--- src/rtl/gtsm_pkg.sv ---
`default_nettype none
package gtsm_pkg;

  typedef enum logic [2:0] {
    REQ_ADD_STATE = 3'd0,
    REQ_ADD_TRANS = 3'd1,
    REQ_SET_CUR   = 3'd2,
    REQ_TRY       = 3'd3,
    REQ_TICK      = 3'd4
  } req_e;

  localparam logic [2:0] ST_OK      = 3'd0;
  localparam logic [2:0] ST_BAD_ARG = 3'd1;
  localparam logic [2:0] ST_KNOWN   = 3'd2;
  localparam logic [2:0] ST_UNKNOWN = 3'd3;
  localparam logic [2:0] ST_FAILED  = 3'd4;
  localparam logic [2:0] ST_FULL    = 3'd5;

  localparam int GUARD_W = 16;

  typedef struct packed {
    logic [2:0]  req_type;
    logic [3:0]  state_id;
    logic [3:0]  source_id;
    logic        source_any;
    logic [31:0] timeout_limit;
    logic [15:0] guard_ok;
    logic [15:0] ms_passed;
  } req_t;

  typedef struct packed {
    logic [2:0]  status;
    logic        fired;
    logic [3:0]  prev_state;
    logic [3:0]  next_state;
    logic        have_current;
    logic [3:0]  now_state;
    logic [31:0] time_in_state;
  } rsp_t;

  // Classified command passed from the front part to the back part.
  typedef enum logic [1:0] {
    OP_DONE = 2'd0,
    OP_TRY  = 2'd1,
    OP_TICK = 2'd2
  } op_e;

  typedef struct packed {
    op_e         op;
    logic [2:0]  status;
    logic        set_cur;
    logic [3:0]  state_id;
    logic [15:0] guard_ok;
    logic [15:0] ms_passed;
  } cmd_t;

  typedef enum logic [1:0] {
    BK_IDLE = 2'd0,
    BK_SCAN = 2'd1,
    BK_DONE = 2'd2
  } bk_state_e;

endpackage
`default_nettype wire

--- src/rtl/gtsm_front.sv ---
`default_nettype none
// Decodes requests, keeps the set of known states and appends table entries.
module gtsm_front #(
  parameter int NUM_STATES      = 16,
  parameter int MAX_TRANSITIONS = 16,
  parameter int IDX_W           = 4,
  parameter int CNT_W           = 5
) (
  input  wire                        clk,
  input  wire                        rst,
  input  wire                        in_valid,
  input  wire gtsm_pkg::req_t        req,
  output logic                       cmd_valid,
  output gtsm_pkg::cmd_t             cmd,
  output logic                       wr_en,
  output logic [IDX_W-1:0]           wr_idx,
  output logic [CNT_W-1:0]           entry_count
);
  localparam int SID_W = (NUM_STATES > 1) ? $clog2(NUM_STATES) : 1;

  logic [NUM_STATES-1:0] known_states;
  logic                  in_range;
  logic                  known;
  gtsm_pkg::cmd_t        c;
  logic                  add_state;

  assign in_range = 32'(req.state_id) < 32'(NUM_STATES);
  assign known = in_range && known_states[SID_W'(req.state_id)];

  always_comb begin
    c = '0;
    c.op = gtsm_pkg::OP_DONE;
    c.status = gtsm_pkg::ST_OK;
    c.state_id = req.state_id;
    c.guard_ok = req.guard_ok;
    c.ms_passed = req.ms_passed;
    add_state = 1'b0;
    wr_en = 1'b0;
    unique case (req.req_type)
      gtsm_pkg::REQ_ADD_STATE: begin
        if (!in_range) c.status = gtsm_pkg::ST_BAD_ARG;
        else if (known) c.status = gtsm_pkg::ST_KNOWN;
        else add_state = in_valid;
      end
      gtsm_pkg::REQ_ADD_TRANS: begin
        if (!known) c.status = gtsm_pkg::ST_BAD_ARG;
        else if (32'(entry_count) >= 32'(MAX_TRANSITIONS)) c.status = gtsm_pkg::ST_FULL;
        else wr_en = in_valid;
      end
      gtsm_pkg::REQ_SET_CUR: begin
        if (!in_range) c.status = gtsm_pkg::ST_BAD_ARG;
        else if (!known) c.status = gtsm_pkg::ST_UNKNOWN;
        else c.set_cur = 1'b1;
      end
      gtsm_pkg::REQ_TRY: begin
        if (!in_range) c.status = gtsm_pkg::ST_BAD_ARG;
        else if (!known) c.status = gtsm_pkg::ST_UNKNOWN;
        else c.op = gtsm_pkg::OP_TRY;
      end
      gtsm_pkg::REQ_TICK: c.op = gtsm_pkg::OP_TICK;
      default: c.status = gtsm_pkg::ST_BAD_ARG;
    endcase
  end

  assign wr_idx = entry_count[IDX_W-1:0];

  always_ff @(posedge clk) begin
    if (rst) begin
      known_states <= '0;
      entry_count <= '0;
      cmd_valid <= 1'b0;
    end else begin
      cmd_valid <= in_valid;
      if (add_state) known_states[SID_W'(req.state_id)] <= 1'b1;
      if (wr_en) entry_count <= entry_count + 1'b1;
    end
  end

  always_ff @(posedge clk) begin
    if (in_valid) cmd <= c;
  end
endmodule
`default_nettype wire

--- src/rtl/gtsm_back.sv ---
`default_nettype none
// Holds the transition table and the current state; scans one entry a cycle.
module gtsm_back #(
  parameter int MAX_TRANSITIONS = 16,
  parameter int IDX_W           = 4,
  parameter int CNT_W           = 5
) (
  input  wire                  clk,
  input  wire                  rst,
  input  wire                  cmd_valid,
  input  wire gtsm_pkg::cmd_t  cmd,
  input  wire                  wr_en,
  input  wire [IDX_W-1:0]      wr_idx,
  input  wire gtsm_pkg::req_t  wr_req,
  input  wire [CNT_W-1:0]      entry_count,
  output logic                 done,
  output gtsm_pkg::rsp_t       rsp
);
  logic [3:0]  t_src [MAX_TRANSITIONS];
  logic        t_any [MAX_TRANSITIONS];
  logic [3:0]  t_tgt [MAX_TRANSITIONS];
  logic [31:0] t_tmo [MAX_TRANSITIONS];

  gtsm_pkg::bk_state_e state, state_next;
  gtsm_pkg::cmd_t      cur_cmd;
  logic [CNT_W-1:0]    idx;
  logic [3:0]          current_id;
  logic                current_valid;
  logic [31:0]         elapsed_ms;
  logic [2:0]          res_status;
  logic                res_fired;
  logic [3:0]          res_prev, res_next;

  logic [IDX_W-1:0] ri;
  logic [3:0]  e_src, e_tgt;
  logic        e_any;
  logic [31:0] e_tmo;
  logic        src_ok, guard_pass, hit, last;
  logic [32:0] sum;

  assign ri = idx[IDX_W-1:0];
  assign e_src = t_src[ri];
  assign e_any = t_any[ri];
  assign e_tgt = t_tgt[ri];
  assign e_tmo = t_tmo[ri];
  assign src_ok = e_any || (current_valid && e_src == current_id);
  // Entries past the guard word have no guard bit and always pass.
  assign guard_pass = (32'(idx) >= gtsm_pkg::GUARD_W) ||
                      cur_cmd.guard_ok[4'(idx)];
  assign hit = (cur_cmd.op == gtsm_pkg::OP_TRY) ?
               (src_ok && e_tgt == cur_cmd.state_id && guard_pass) :
               (e_tmo != 32'd0 && src_ok && elapsed_ms >= e_tmo && guard_pass);
  assign last = 32'(idx) + 1 >= 32'(entry_count);
  assign sum = {1'b0, elapsed_ms} + 33'(cmd.ms_passed);

  always_ff @(posedge clk) begin
    if (wr_en) begin
      t_src[wr_idx] <= wr_req.source_id;
      t_any[wr_idx] <= wr_req.source_any;
      t_tgt[wr_idx] <= wr_req.state_id;
      t_tmo[wr_idx] <= wr_req.timeout_limit;
    end
  end

  always_comb begin
    state_next = state;
    unique case (state)
      gtsm_pkg::BK_IDLE: if (cmd_valid) begin
        if (cmd.op == gtsm_pkg::OP_DONE ||
            (cmd.op == gtsm_pkg::OP_TICK && !current_valid) || entry_count == '0)
          state_next = gtsm_pkg::BK_DONE;
        else state_next = gtsm_pkg::BK_SCAN;
      end
      gtsm_pkg::BK_SCAN: if (hit || last) state_next = gtsm_pkg::BK_DONE;
      gtsm_pkg::BK_DONE: state_next = gtsm_pkg::BK_IDLE;
      default: state_next = gtsm_pkg::BK_IDLE;
    endcase
  end

  always_ff @(posedge clk) begin
    if (rst) begin
      state <= gtsm_pkg::BK_IDLE;
      current_id <= '0;
      current_valid <= 1'b0;
      elapsed_ms <= '0;
      done <= 1'b0;
    end else begin
      state <= state_next;
      done <= (state == gtsm_pkg::BK_DONE);
      if (state == gtsm_pkg::BK_IDLE && cmd_valid) begin
        cur_cmd <= cmd;
        idx <= '0;
        res_status <= (cmd.op == gtsm_pkg::OP_TRY) ? gtsm_pkg::ST_FAILED : cmd.status;
        res_fired <= 1'b0;
        res_prev <= '0;
        res_next <= '0;
        if (cmd.set_cur) begin
          current_id <= cmd.state_id;
          current_valid <= 1'b1;
          elapsed_ms <= '0;
        end
        if (cmd.op == gtsm_pkg::OP_TICK && current_valid)
          elapsed_ms <= sum[32] ? 32'hFFFF_FFFF : sum[31:0];
      end
      if (state == gtsm_pkg::BK_SCAN) begin
        idx <= idx + 1'b1;
        if (hit) begin
          res_fired <= 1'b1;
          res_status <= gtsm_pkg::ST_OK;
          res_prev <= current_valid ? current_id : 4'd0;
          res_next <= e_tgt;
          current_id <= e_tgt;
          current_valid <= 1'b1;
          elapsed_ms <= '0;
        end
      end
    end
  end

  always_ff @(posedge clk) begin
    if (state == gtsm_pkg::BK_DONE) begin
      rsp.status <= res_status;
      rsp.fired <= res_fired;
      rsp.prev_state <= res_prev;
      rsp.next_state <= res_next;
      rsp.have_current <= current_valid;
      rsp.now_state <= current_valid ? current_id : 4'd0;
      rsp.time_in_state <= elapsed_ms;
    end
  end
endmodule
`default_nettype wire

--- src/rtl/guarded_timeout_state_machine.sv ---
`default_nettype none
// Table-driven state machine with guarded and timed transitions. A
// transaction is taken when start is high while busy is low; exactly one
// result follows, shown for one cycle with done high, and the receiver cannot
// stall it. A front part decodes the request, checks it against the known
// states and appends table entries; a one-deep command register hands the
// classified request to a back part, which scans the transition table one
// entry per cycle. A request goes through the command register, then, for a
// try or tick that scans, the scan state, which inspects the entries up to and
// including the first match (at most the entry count), then the done state;
// done is registered from the done state. busy stays high until the done
// cycle has ended, so a new transaction can be taken only after the previous
// result has been shown.
module guarded_timeout_state_machine #(
  parameter int NUM_STATES      = 16,
  parameter int MAX_TRANSITIONS = 16
) (
  input  wire                   clk,
  input  wire                   rst,
  input  wire                   start,
  input  wire gtsm_pkg::req_t   req,
  output logic                  busy,
  output logic                  done,
  output gtsm_pkg::rsp_t        rsp
);
  localparam int IDX_W = (MAX_TRANSITIONS > 1) ? $clog2(MAX_TRANSITIONS) : 1;
  localparam int CNT_W = $clog2(MAX_TRANSITIONS + 1);

  logic               accept;
  logic               cmd_valid;
  gtsm_pkg::cmd_t     cmd;
  logic               wr_en;
  logic [IDX_W-1:0]   wr_idx;
  logic [CNT_W-1:0]   entry_count;
  logic               pending;

  assign accept = start && !busy;
  // The request is outstanding from acceptance until its done strobe.
  assign busy = pending;

  always_ff @(posedge clk) begin
    if (rst) pending <= 1'b0;
    else if (accept) pending <= 1'b1;
    else if (done) pending <= 1'b0;
  end

  gtsm_front #(
    .NUM_STATES(NUM_STATES), .MAX_TRANSITIONS(MAX_TRANSITIONS),
    .IDX_W(IDX_W), .CNT_W(CNT_W)
  ) u_front (
    .clk, .rst, .in_valid(accept), .req, .cmd_valid, .cmd,
    .wr_en, .wr_idx, .entry_count
  );

  gtsm_back #(
    .MAX_TRANSITIONS(MAX_TRANSITIONS), .IDX_W(IDX_W), .CNT_W(CNT_W)
  ) u_back (
    .clk, .rst, .cmd_valid, .cmd, .wr_en, .wr_idx, .wr_req(req),
    .entry_count, .done, .rsp
  );
endmodule
`default_nettype wire

--- config.mk ---
export PLATFORM = sky130hd
export DESIGN_NAME = guarded_timeout_state_machine
export DESIGN_NICKNAME = d
export VERILOG_FILES = /design/src/rtl/gtsm_pkg.sv /design/src/rtl/gtsm_front.sv /design/src/rtl/gtsm_back.sv /design/src/rtl/guarded_timeout_state_machine.sv
export SDC_FILE = /design/constraint.sdc
export NUM_CORES = 1
export LEC_CHECK = 0
export ABC_AREA = 1
export BUFFER_PORTS_ARGS = -buffer_cell sky130_fd_sc_hd__buf_2
export CELL_PAD_IN_SITES_DETAIL_PLACEMENT = 1
export CELL_PAD_IN_SITES_GLOBAL_PLACEMENT = 1
export CORE_MARGIN = 3
export CORE_UTILIZATION = 54
export CTS_CLUSTER_SIZE = 24
export DETAILED_ROUTE_END_ITERATION = 8
export PLACE_DENSITY_LB_ADDON = 0.1
export SYNTH_ARGS = -nofsm -noshare
export SYNTH_HDL_FRONTEND = slang
export SYNTH_HIERARCHICAL = 1
export SYNTH_SLANG_ARGS = --single-unit
--- constraint.sdc ---
create_clock -name clk -period 12.9 [get_ports clk]
set_input_delay 1.29 -clock clk [delete_from_list [all_inputs] [get_ports clk]]
set_output_delay 1.29 -clock clk [all_outputs]
set_load 0.01 [all_outputs]
==> flow_summary_export.csv <==
group,metric,value,unit
power_and_ir_drop,switchingPower,1.339,mW
logic_synthesis,synth_top_area_share,0.6396,
routing,drc_errors,0,
power_and_ir_drop,p_sw_frac,0.2248,
logic_synthesis,netlist_instances,3417,
routing,wirelength,109.5,mm
timing,period_share,0.5055,
power_and_ir_drop,p_comb_frac,0.055,
floorplan,die-area,71510,um2
timing,post-route-min-period,6521,ps
timing,rsz0062_at_grt,"no",
cts,cts_tree,"built",
logic_synthesis,synth_cell_type_count,50,
cts,h-tree-depth,3,
cts,cts_buffer_depth,3,
timing,slew_viol_final,0,
logic_synthesis,synth_edf_count,786,
logic_synthesis,synth_area_leaders,"edfxtp_1 64%, nand2_1 9.0%, nand3_1 4.2%, dfxtp_1 3.6%, nor2_1 3.3%",
cts,clk_latency,660,ps
global_routing,grt_antenna_before_repair,7,
logic_synthesis,synth-seq-cells,853,
routing,antenna_left,0,
power_and_ir_drop,p_seq_frac,0.517,
routing,wl_per_cell,24.59,um
layout,drive_gt1_frac,0.1028,
worst_setup_path,slowest_stage,"buf_4",
timing,hold_viol_final,0,
routing,firstDrtPassIters,5,
placed_design,gp_congestion,0.8882,
power_and_ir_drop,p_clk_frac,0.427,
layout,area_growth,11.13,%
routing,num_vias,26290,
layout,nNetsFinal,3643,
timing,tightest_slew,1235,ps
power_and_ir_drop,ir_drop,0.1111,mV
cts,path_clk_slew,60,ps
timing,setup_viol,0,
global_routing,grt_usage,0.3069,
cts,cts_setup_buffers,0,
logic_synthesis,netlist_area,36900,um2
hold_path,hold_class,"flip-flop to flip-flop",
logic_synthesis,ys.flop_type,"edfxtp_1",
cts,cts_buffers,90,
logic_synthesis,synth_nets,3554,
worst_setup_path,cp.arrival,7030,ps
worst_setup_path,start_kind,"flip-flop",
logic_synthesis,synthArstFlopShare,0,
cts,post_cts_resized,0,
cts,cts_hold_buf,0,
worst_setup_path,critical_path.max_fanout,81,
layout,final_common_cell,"nand2_1",
worst_setup_path,max_stage_delay,830,ps
timing,setup_tns,0,ps
routing,viasPerCell,5.900,
global_routing,grt_pass1_wl,164.8,mm
global_routing,grt_overflow,0,
timing,skew,27.75,ps
worst_setup_path,worst_r2r_path_depth,22,
floorplan,row_count,95,
layout,final_cell_mix,"886 x nand2_1, 786 x edfxtp_1, 318 x nor2_1, 312 x nand3_1, 278 x inv_1",
floorplan,io-pin-count,130,
floorplan,die_h,267.4,um
logic_synthesis,yosysTopAreaCell,"edfxtp_1",
routing,drt_iter0_markers,2360,
cts,cts.sinks,853,
power_and_ir_drop,power_density,145.2,nW/um2
global_routing,grt_pass1_vias,27800,
hold_path,hold_depth,0,
timing,max_freq,0.1534,GHz
timing,max_slew_margin,0.1759,
logic_synthesis,syn_avg_cell_area,10.80,um2
worst_setup_path,worstSetupEndpointType,"flip-flop",
power_and_ir_drop,p_leak,15.76,nW
placed_design,portBuffers,129,
global_routing,grt_max_degree,148,
logic_synthesis,synth.yosys.seq_area_share,0.6759,
status,run_status,"completed",
worst_setup_path,path_cells,"buf_4 -> buf_4 -> buf_4 -> nor2_1 -> nor2_1 -> o21ai_0 -> nand3_1 -> nand3_1 -> nand2_1 -> inv_2 -> ha_1 -> nand2_1 -> nor2_1 -> nand4_1 -> nor4_1 -> nand4_1 -> nand3_1 -> nand3_1 -> nand2_2 -> nand3_4 -> nand2_4 -> nor2_1",
worst_setup_path,required,13410,ps
logic_synthesis,ys_warn_count,6,
placed_design,dp_hpwl,62.12,mm
worst_setup_path,crit_type,"flip-flop to flip-flop",
power_and_ir_drop,internal_power,4.616,mW
floorplan,core-area,67400,um2
job,drv.max_cap_violation_count,0,
floorplan,start_util,0.5476,
layout,fillers,7108,
floorplan,chipWidth,267.4,um
power_and_ir_drop,p_total,5.954,mW
cts,root_buffer,"clkbuf_16",
-- through the flow --
stage / area, um2 / util / hold WS (ps) / cells / setup WS [ps]
global route: 41010 / 0.6084 / 424.7 / 4454 / 5793
finish: 41010 / 0.6085 / 416.0 / 4455 / 6379
CTS: 41000 / 0.6084 / 417.9 / 4453 / 6316
detailed placement: 38110 / 0.5654 / 406.3 / 4287 / 6373
global placement: 38110 / 0.5654 / 406.6 / 4287 / 6632
floorplan: 36900 / - / 400.3 / 3417 / 6625
-- sequential cells by signal, summed over array words and instances, names as in the netlist, 16 cells and up, named ones only --
| name | flops |
|---|---|
| u_back/t_any | 16 |
| u_back/t_tmo | 512 |
| u_back/rsp | 49 |
| u_back/t_tgt | 64 |
| u_back/t_src | 64 |
| u_front/known_states | 16 |
| u_back/cur_cmd | 22 |
| u_front/cmd | 42 |
| u_back/elapsed_ms | 32 |
-- kinds of logic after synthesis --
group / share of synthesized area
simple gates: 0.1801
flops: 0.6759
buf+inv: 0.05662
compound gates: 0.06049
fa+ha+maj: 0.01987
xor+xnor: 0.006646
mux: 0.0003051
-- final cells by class --
| cell class | count | area (um2) | area share |
|---|---|---|---|
| Timing Repair Buffer | 165 | 915.9 | 0.02233 |
| Multi-Input combinational cell | 2091 | 9986 | 0.2435 |
| Clock buffer | 119 | 2487 | 0.06065 |
| Antenna cell | 2 | 5.005 | 0.0001220 |
| Tap cell | 873 | 1092 | 0.02664 |
| Sequential cell | 853 | 24960 | 0.6086 |
| Clock inverter | 47 | 409.1 | 0.009977 |
| Inverter | 305 | 1157 | 0.02822 |
-- worst max-delay path, delay by kind of cell (launching register included) --
kind	cells	cell delay, ps
AND/OR/NAND/NOR	16	2640
buffers and inverters	4	2460
flip-flops	1	750
adder cells (fa/ha/maj)	1	290
AO/OA/AOI/OAI	1	110
-- path summary, 6_finish.rpt --
kind / from / to / slack [ps]
hold / removal: u_front/cmd[21] / u_back/cur_cmd[21] / 420
setup / recovery: flip-flop / u_back/elapsed_ms[10] / 6380
setup reg to reg: flip-flop / u_back/elapsed_ms[10] / 6380
hold reg to reg: u_front/cmd[21] / u_back/cur_cmd[21] / 420
-- synthesized netlist by cell type (25+ instances only) --
cell type  count
o211ai_1      53
buf_2         53
nor3_1        25
edfxtp_1     786
a21oi_1      104
dfxtp_1       67
buf_6         25
nor2_1       329
nand3_1      312
ha_1          57
o21ai_1       36
o21ai_0      167
clkbuf_1      57
nand2_1      886
inv_1        280
nand4_1       32
-- metal layers --
metal / global-route usage / vias to the layer above / routed length [um]
met5: 0 / - / 46
met4: 0.1260 / 8 / 4722
met3: 0.05227 / 255 / 7171
met2: 0.5289 / 938 / 54850
met1: 0.3875 / 13250 / 42740
li1: - / 11840 / -
-- power groups by stage --
stage	Sequential, mW	Clock (mW)	Combinational, mW
5_1_grt	3.08	2.70	0.365
3_3_place_gp	3.14	0	0.300
6_report	3.08	2.55	0.328
2_1_floorplan	3.12	0	0.205
3_5_place_dp	3.14	0	0.321
4_1_cts	3.08	2.58	0.327
No activity file was read; power rests on OpenSTA's default activity.
